===== config.mk =====
export PLATFORM = sky130hd
export DESIGN_NAME = hse_core
export DESIGN_NICKNAME = d
export VERILOG_FILES = /design/src/sv/hmac_sha256_engine_defines.svh /design/src/sv/hse_pkg.sv /design/src/sv/hse_core.sv
export SDC_FILE = /design/constraint.sdc
export NUM_CORES = 2
export LEC_CHECK = 0
export ABC_AREA = 1
export BUFFER_PORTS_ARGS = -buffer_cell sky130_fd_sc_hd__clkbuf_2
export CORE_MARGIN = 4
export CORE_UTILIZATION = 35
export CTS_CLUSTER_SIZE = 16
export DETAILED_ROUTE_END_ITERATION = 10
export GPL_ROUTABILITY_DRIVEN = 1
export MAX_ROUTING_LAYER = met4
export PLACE_DENSITY = 0.52
export SLEW_MARGIN = 10
export SYNTH_ARGS = -nofsm -noshare
export SYNTH_HDL_FRONTEND = slang
export SYNTH_SLANG_ARGS = --single-unit

===== constraint.sdc =====
create_clock -name clk_i -period 47.5 [get_ports clk_i]
set_clock_uncertainty 0.15 [all_clocks]
set_input_delay 7.125 -clock clk_i [delete_from_list [all_inputs] [get_ports clk_i]]
set_output_delay 7.125 -clock clk_i [all_outputs]
set_load 0.005 [all_outputs]

===== src/sv/hmac_sha256_engine_defines.svh =====
// ----------------------------------------------------------------------------
// hmac sha256 engine assertion macros
// concurrent assertion helpers, empty under synthesis
// ----------------------------------------------------------------------------
`ifndef HMAC_SHA256_ENGINE_DEFINES_SVH
`define HMAC_SHA256_ENGINE_DEFINES_SVH
`ifndef SYNTHESIS
`define HSE_ASSERT(lbl, clk, rstn, prop) \
  lbl: assert property (@(posedge clk) disable iff (!rstn) (prop)) else $error("%m");
`define HSE_ASSERT_NEXT(lbl, clk, rstn, ante, cons) \
  lbl: assert property (@(posedge clk) disable iff (!rstn) (ante) |=> (cons)) else $error("%m");
`else
`define HSE_ASSERT(lbl, clk, rstn, prop)
`define HSE_ASSERT_NEXT(lbl, clk, rstn, ante, cons)
`endif
`endif


===== src/sv/hse_pkg.sv =====
// ----------------------------------------------------------------------------
// hse_pkg
// shared types, constants and functions of the hmac sha256 engine
// ----------------------------------------------------------------------------
package hse_pkg;
  localparam int unsigned KeyWords = 8;
  localparam int unsigned KeyIdxW  = 3;
  localparam int unsigned BufDepth = 64;
  localparam logic [7:0]  IpadByte = 8'h36;
  localparam logic [7:0]  OpadByte = 8'h5c;

  localparam logic [31:0] InitH [8] = '{
    32'h6a09e667, 32'hbb67ae85, 32'h3c6ef372, 32'ha54ff53a,
    32'h510e527f, 32'h9b05688c, 32'h1f83d9ab, 32'h5be0cd19};

  localparam logic [31:0] RoundK [64] = '{
    32'h428a2f98, 32'h71374491, 32'hb5c0fbcf, 32'he9b5dba5, 32'h3956c25b, 32'h59f111f1,
    32'h923f82a4, 32'hab1c5ed5, 32'hd807aa98, 32'h12835b01, 32'h243185be, 32'h550c7dc3,
    32'h72be5d74, 32'h80deb1fe, 32'h9bdc06a7, 32'hc19bf174, 32'he49b69c1, 32'hefbe4786,
    32'h0fc19dc6, 32'h240ca1cc, 32'h2de92c6f, 32'h4a7484aa, 32'h5cb0a9dc, 32'h76f988da,
    32'h983e5152, 32'ha831c66d, 32'hb00327c8, 32'hbf597fc7, 32'hc6e00bf3, 32'hd5a79147,
    32'h06ca6351, 32'h14292967, 32'h27b70a85, 32'h2e1b2138, 32'h4d2c6dfc, 32'h53380d13,
    32'h650a7354, 32'h766a0abb, 32'h81c2c92e, 32'h92722c85, 32'ha2bfe8a1, 32'ha81a664b,
    32'hc24b8b70, 32'hc76c51a3, 32'hd192e819, 32'hd6990624, 32'hf40e3585, 32'h106aa070,
    32'h19a4c116, 32'h1e376c08, 32'h2748774c, 32'h34b0bcb5, 32'h391c0cb3, 32'h4ed8aa4a,
    32'h5b9cca4f, 32'h682e6ff3, 32'h748f82ee, 32'h78a5636f, 32'h84c87814, 32'h8cc70208,
    32'h90befffa, 32'ha4506ceb, 32'hbef9a3f7, 32'hc67178f2};

  // where the 16 message words of a block come from
  typedef enum logic [2:0] {
    SRC_KEY_I,   // key xor ipad
    SRC_BUF,     // block buffer with padding applied
    SRC_ZLEN,    // zeros then length
    SRC_KEY_O,   // key xor opad
    SRC_DIGEST   // inner digest, padding, 768
  } src_e;

  typedef enum logic [3:0] {
    ST_IDLE,
    ST_FETCH,    // reading buffer words for a block
    ST_ROUND,    // 64 rounds
    ST_ADD,      // choose the next block after the core's feed-forward add
    ST_EMIT
  } state_e;

  // request from control to the compression core
  typedef struct packed {
    logic        start;
    logic        load_init;
  } core_req_t;

  function automatic logic [31:0] rotr(logic [31:0] x, int unsigned n);
    rotr = (x >> n) | (x << (32 - n));
  endfunction
endpackage


===== src/sv/hse_core.sv =====
// ----------------------------------------------------------------------------
// hse_core
// sha-256 compression: one round per cycle, schedule in a 16-word window
// ----------------------------------------------------------------------------
module hse_core
  import hse_pkg::*;
(
  input  logic         clk_i,
  input  logic         rst_ni,
  input  core_req_t    req_i,
  input  logic [511:0] block_i,
  output logic         done_o,
  output logic [255:0] hash_o
);
  logic [31:0] h_q [8];
  logic [31:0] v_q [8];
  logic [31:0] w_q [16];
  logic [6:0]  rnd_q;
  logic        busy_q;

  logic [31:0] t1, t2, s0, s1, wn;
  always_comb begin
    t1 = v_q[7] + (rotr(v_q[4], 6) ^ rotr(v_q[4], 11) ^ rotr(v_q[4], 25)) +
         ((v_q[4] & v_q[5]) ^ (~v_q[4] & v_q[6])) + RoundK[rnd_q[5:0]] + w_q[0];
    t2 = (rotr(v_q[0], 2) ^ rotr(v_q[0], 13) ^ rotr(v_q[0], 22)) +
         ((v_q[0] & v_q[1]) ^ (v_q[0] & v_q[2]) ^ (v_q[1] & v_q[2]));
    s0 = rotr(w_q[1], 7) ^ rotr(w_q[1], 18) ^ (w_q[1] >> 3);
    s1 = rotr(w_q[14], 17) ^ rotr(w_q[14], 19) ^ (w_q[14] >> 10);
    wn = w_q[0] + s0 + w_q[9] + s1;
  end

  always_ff @(posedge clk_i or negedge rst_ni) begin
    if (!rst_ni) begin
      busy_q <= 1'b0;
      rnd_q  <= '0;
      done_o <= 1'b0;
    end else begin
      done_o <= 1'b0;
      if (req_i.start) begin
        busy_q <= 1'b1;
        rnd_q  <= '0;
      end else if (busy_q) begin
        if (rnd_q == 7'd64) begin
          busy_q <= 1'b0;
          done_o <= 1'b1;
        end else begin
          rnd_q <= rnd_q + 7'd1;
        end
      end
    end
  end

  always_ff @(posedge clk_i) begin
    if (req_i.start) begin
      for (int i = 0; i < 16; i++) w_q[i] <= block_i[511 - 32*i -: 32];
      for (int i = 0; i < 8; i++) begin
        v_q[i] <= req_i.load_init ? InitH[i] : h_q[i];
        if (req_i.load_init) h_q[i] <= InitH[i];
      end
    end else if (busy_q) begin
      if (rnd_q == 7'd64) begin
        for (int i = 0; i < 8; i++) h_q[i] <= h_q[i] + v_q[i];
      end else begin
        for (int i = 0; i < 15; i++) w_q[i] <= w_q[i+1];
        w_q[15] <= wn;
        v_q[7] <= v_q[6]; v_q[6] <= v_q[5]; v_q[5] <= v_q[4];
        v_q[4] <= v_q[3] + t1;
        v_q[3] <= v_q[2]; v_q[2] <= v_q[1]; v_q[1] <= v_q[0];
        v_q[0] <= t1 + t2;
      end
    end
  end

  always_comb begin
    for (int i = 0; i < 8; i++) hash_o[255 - 32*i -: 32] = h_q[i];
  end
endmodule


After elaboration in Yosys (flattened, before gate mapping). Memories as Yosys holds them, arrays and structs flattened. Index checks and enable logic that the tools add are counted. Widths: inputs -> output; s select.

Divide/modulo/power cells: 0. Multipliers: 0. Reduce and logical (&&, ||, !) cells: 2. Order comparisons: 1. Bitwise gates (word level): 60. Add/sub/neg operators: 19. Multiplexer cells: 59. Eq/ne operators: 2. Shifts and indexed selects: 0.

Operator list (count): $mux 32 (42); $add 32x32->32 (18); $xor 32x32->32 (9); $and 32x32->32 (5); $not 32->32 (1); $or 1x1->1 (32); $or 10x32->32 (1); $or 13x32->32 (1); $or 14x32->32 (1); $or 15x32->32 (1); $or 19x32->32 (1); $or 21x32->32 (1); $or 25x32->32 (1); $or 26x32->32 (1); $or 30x32->32 (1); $or 7x32->32 (1); $xor 32x22->32 (1); $xor 32x29->32 (1); $mux 7 (3); $mux 1 (14); $add 7x1->7 const B (1); $eq 7x7->1 const B (1); $ge 7x7->1 const B (1); $not 6->7 (1); 3 further kinds (3).

Latch bits: 0. Register bits after elaboration: 9. Logic and storage cells: 150. Memory bits (read-only): 2048. Memories: 4. Bits in writable memories: 1024. Bits of input ports: 516.

Memory list: (name not given) (depth 64, width 32, read ports 1, clocked after memory_dff 0, wr ports 0, RTL line hse_core.sv:24) `((v_q[4] & v_q[5]) ^ (~v_q[4] & v_q[6])) + RoundK[rnd_q[5:0]] + w_q[0];`; w_q (depth 16, width 32, read ports 16, clocked after memory_dff 0, wr ports 16, RTL line hse_core.sv:17) `logic [31:0] w_q [16];`; h_q (depth 8, width 32, read ports 8, clocked after memory_dff 0, wr ports 8, RTL line hse_core.sv:15) `logic [31:0] h_q [8];`; v_q (depth 8, width 32, read ports 8, clocked after memory_dff 0, wr ports 8, RTL line hse_core.sv:16) `logic [31:0] v_q [8];`.

Longest topological paths before layout. An unclocked memory read counts as a cell.

Depth in word-level cells: 10. Mapped depth: 46. Mapped depth without buffers: 46.

Least setup slack after synthesis. Ideal clock, no wire load.

Kind: input to register. Start point: input port req_i[1] (netlist bit). End point: register busy_q. Library setup time: 1.860 ns. Data required time: 45.490 ns. Stages: 4. Data arrival time: 23.722 ns. Path slack: 21.768 ns. Path through: buf_2 > clkinv_1 > clkbuf_1 > nand2_1.

Word-level cells in the longest chain between the ends: 1.

RTL lines: from (decl) (RTL line hse_core.sv:10) `input core_req_t req_i,`; $mux 1 (RTL line hse_core.sv:39) `if (req_i.start) begin`; to (signal assigned) (RTL line hse_core.sv:34) `busy_q <= 1'b0;`; to (signal assigned) (RTL line hse_core.sv:40) `busy_q <= 1'b1;`; to (signal assigned) (RTL line hse_core.sv:44) `busy_q <= 1'b0;`; to (decl) (RTL line hse_core.sv:19) `logic busy_q;`.

Every way passes these cells. A chain may end at the register's enable or synchronous reset.

==> metrics.json <==
{
  "drt": {
    "number_of_vias_after_detailed_routing": 69200,
    "drt-pass1-iter-count": 6,
    "drt_wl_total_mm": 353,
    "top_layer": "met4",
    "route.layer.met1.wl_mm": 157,
    "drt_iter0_markers": 7749,
    "routed_wire_length_per_instance_um": 27.8,
    "vias_per_cell": 5.44,
    "drcViolationCount": 0,
    "met2WireLength_mm": 157,
    "met3_length_mm": 27.9,
    "ant_nets_after_route": 0
  },
  "global_route": {
    "grt_first_pass_wirelength_mm": 487,
    "grt_antenna_before_repair": 35,
    "first_global_vias": 65400,
    "track_usage_pct": 32.1,
    "maximum_number_of_pins_on_one_net_before_global_route_repair": 213,
    "overflow": 0
  },
  "floorplanning": {
    "die_width_um": 468,
    "die-area_mm2": 0.219,
    "die_h_um": 468,
    "placementRows": 168,
    "placeableCoreArea_mm2": 0.210,
    "floorplan.initialDensity_pct": 35.2,
    "boundaryPins": 773
  },
  "synthesis": {
    "flop_and_latch_count_out_of_synthesis": 1033,
    "post_synth.cell_area_avg_um2": 8.13,
    "synth_flop_cell": "edfxtp_1",
    "synth_area_leader_cell": "edfxtp_1",
    "synthTopCellsByArea": "edfxtp_1 42%, nand2_1 15%, ha_1 6.6%",
    "synth_warnings": 0,
    "syn-cell-area_mm2": 0.0740,
    "syn_nets": 10200,
    "ys_seq_area_share_pct": 41.8,
    "synth_async_sr_flop_share_pct": 0.871,
    "post_synth_inst_count": 9104,
    "synth_enable_flop_cells": 1024,
    "synth.top_cell.area_share_pct": 41.5,
    "synth.distinct_cells": 64
  },
  "timing": {
    "max_freq_mhz": 88.5,
    "timing_worst_slew_pin_value_ns": 1.18,
    "timing_hold_violations_final": 0,
    "grt_setup_unrepaired": "no",
    "finalSetupViolCount": 0,
    "layout_worst_path_cycle_share_pct": 23.8,
    "slew_violations": 0,
    "maxSlewHeadroom_pct": 21.6,
    "timing.final.crit_period_ns": 11.30,
    "final_setup_tns_ns": 0
  },
  "placed_design": {
    "hpwlAfterDp_mm": 285,
    "placement.io_buffers": 772,
    "place_congestion": 0.997,
    "standard_cell_area_after_detailed_placement_mm2": 0.0806
  },
  "final_layout": {
    "post_route_cells_drive_above_1_share_pct": 10.8,
    "area_growth_syn_to_layout_pct": 15.0,
    "finalNetCount": 10900,
    "design_area_mm2": 0.0852
  },
  "worst_setup_path": {
    "crit_path_max_fanout": 63,
    "number_of_cells_on_the_worst_reg_to_reg_path": 33,
    "number_of_gates_on_the_worst_path_with_buffers_counted": 7,
    "worstSetupStartpointType": "primary input",
    "bufs_and_invs_on_worst_path": 5,
    "critical-path-top-cell-by-count": "buf_4",
    "critPathArrivalTime_ns": 11.57,
    "worst_setup_path_category": "primary input to flip-flop",
    "crit_chain": "buf_6 -> nor3_4 -> clkinv_2 -> nand2_4 -> buf_4 -> buf_4 -> buf_4",
    "slowest_stage_cell_cp": "buf_4",
    "critPathTopFamily": "buffers and inverters",
    "critical_path.endpoint_type": "flip-flop",
    "critical_path.max_stage_delay_ns": 0.85,
    "worst-endpoint-required_ns": 47.77
  },
  "outcome": {
    "outcome": "finished, final reports clean"
  },
  "clocking": {
    "cts_htree_levels": 4,
    "tritoncts": "done",
    "cts_made_buffers": 132,
    "cts_setup_buffers": 0,
    "clk-insertion-delay-late_ns": 0.85,
    "clk_transition_reported_paths_ns": 0.06,
    "clock_sinks": 1033,
    "cts_hold_repair.buffers": 0,
    "cts_resized": 0,
    "cts_max_path_buffers": 3,
    "clockRootBuffer": "clkbuf_16"
  },
  "min_path": {
    "holdPathStages": 2,
    "hp-class": "flip-flop to flip-flop"
  },
  "job": {
    "max_cap_viol_count": 0
  }
}
sequential cells by signal, indices dropped and copies added (netlist names):
register  cells
v_q         256
w_q         512
rnd_q         7
done_o        1
busy_q        1
h_q         256
cells in the final DEF, fill, tap and decap left out, types with 30 or more instances in the layout:
cell and instances:
ha_1 390, a21oi_1 684, o21bai_1 43, nor3_1 75
a31oi_1 30, edfxtp_1 1024, buf_4 53, a21o_1 65
xor2_1 170, nand4_1 72, inv_1 1006, fa_1 195
o21a_1 68, nor2_1 702, a22o_1 49, or2_2 30
clkbuf_2 771, nand2_1 2910, o21ai_1 46, clkbuf_16 132
xnor2_1 151, o22a_1 56, nand3_1 356, o21ai_0 507
synthesized netlist by cell type (72+ instances only):
cell type	count
ha_1	390
a21oi_1	684
nand2_1	2912
nand4_1	72
inv_1	1007
nor2_1	703
nand3_1	356
clkbuf_1	126
edfxtp_1	1024
o21ai_0	507
xnor2_1	151
nor3_1	75
buf_2	123
fa_1	195
xor2_1	170
stage by stage:
stage / setup slack [ns] / utilization, % / cells / hold WS, ns
after floorplan: 21.77 / - / 9104 / 0.337
after global placement: 35.49 / 38.4 / 12500 / 0.344
after global routing: 36.01 / 40.5 / 12700 / 0.374
after detailed placement: 35.45 / 38.4 / 12500 / 0.343
final: 36.20 / 40.6 / 12700 / 0.358
after CTS: 36.31 / 40.5 / 12700 / 0.356
layer usage:
layer / GRT usage [%] / vias to the layer above
li1: - / 31800
met1: 44.7 / 33800
met5: - / -
met3: 4.84 / 445
met4: 9.48 / 0
met2: 48.2 / 3214
area by class of cell:
| type | instances | area (um2) |
|---|---|---|
| repair buffers | 827 | 4310 |
| fillers | 21700 | 125000 |
| multi-input cells | 6781 | 38000 |
| inverters | 1015 | 3830 |
| clock buffers | 158 | 3400 |
| well taps | 2805 | 3510 |
| flip-flops and latches | 1033 | 31000 |
| diodes | 24 | 60.1 |
| clock inverters | 77 | 1050 |
final timing paths:
| check | slack (ns) | end | start |
|---|---|---|---|
| setup reg to reg | 37.28 | v_q[0][25]$_DFFE_PP_ | rnd_q[0]$_DFFE_PN0P_ |
| setup / recovery | 36.20 | h_q[0][4]$_SDFFCE_PN0P_ | req_i[1] |
| min in group asynchronous | 6.03 | done_o$_DFF_PN0_ | rst_ni |
| hold / removal | 0.36 | w_q[1][212]$_DFFE_PP_ | w_q[1][244]$_DFFE_PP_ |
| max in group asynchronous | 40.86 | rnd_q[2]$_DFFE_PN0P_ | rst_ni |
| hold reg to reg | 0.36 | w_q[1][212]$_DFFE_PP_ | w_q[1][244]$_DFFE_PP_ |
worst min-delay path: cells and delay by family (launching register included):
kind | cells | cell delay (ns)
flip-flops | 1 | 0.32
AND/OR/NAND/NOR | 2 | 0.09
logic make-up (layout without fill, tap and decap cells):
logic type	after synthesis	in the layout	synth area share, %
simple gates	4196	4196	22.6
compound gates	1678	1678	13.0
buf+inv	1290	2077	6.83
flops	1033	1033	41.8
fa+ha+maj	586	586	11.9
xor+xnor	321	321	3.80
other cells	0	24	0
Power is left out: the tool's default activity adds up to more than one toggle a clock period on the data nets, which glitch-free logic cannot reach.
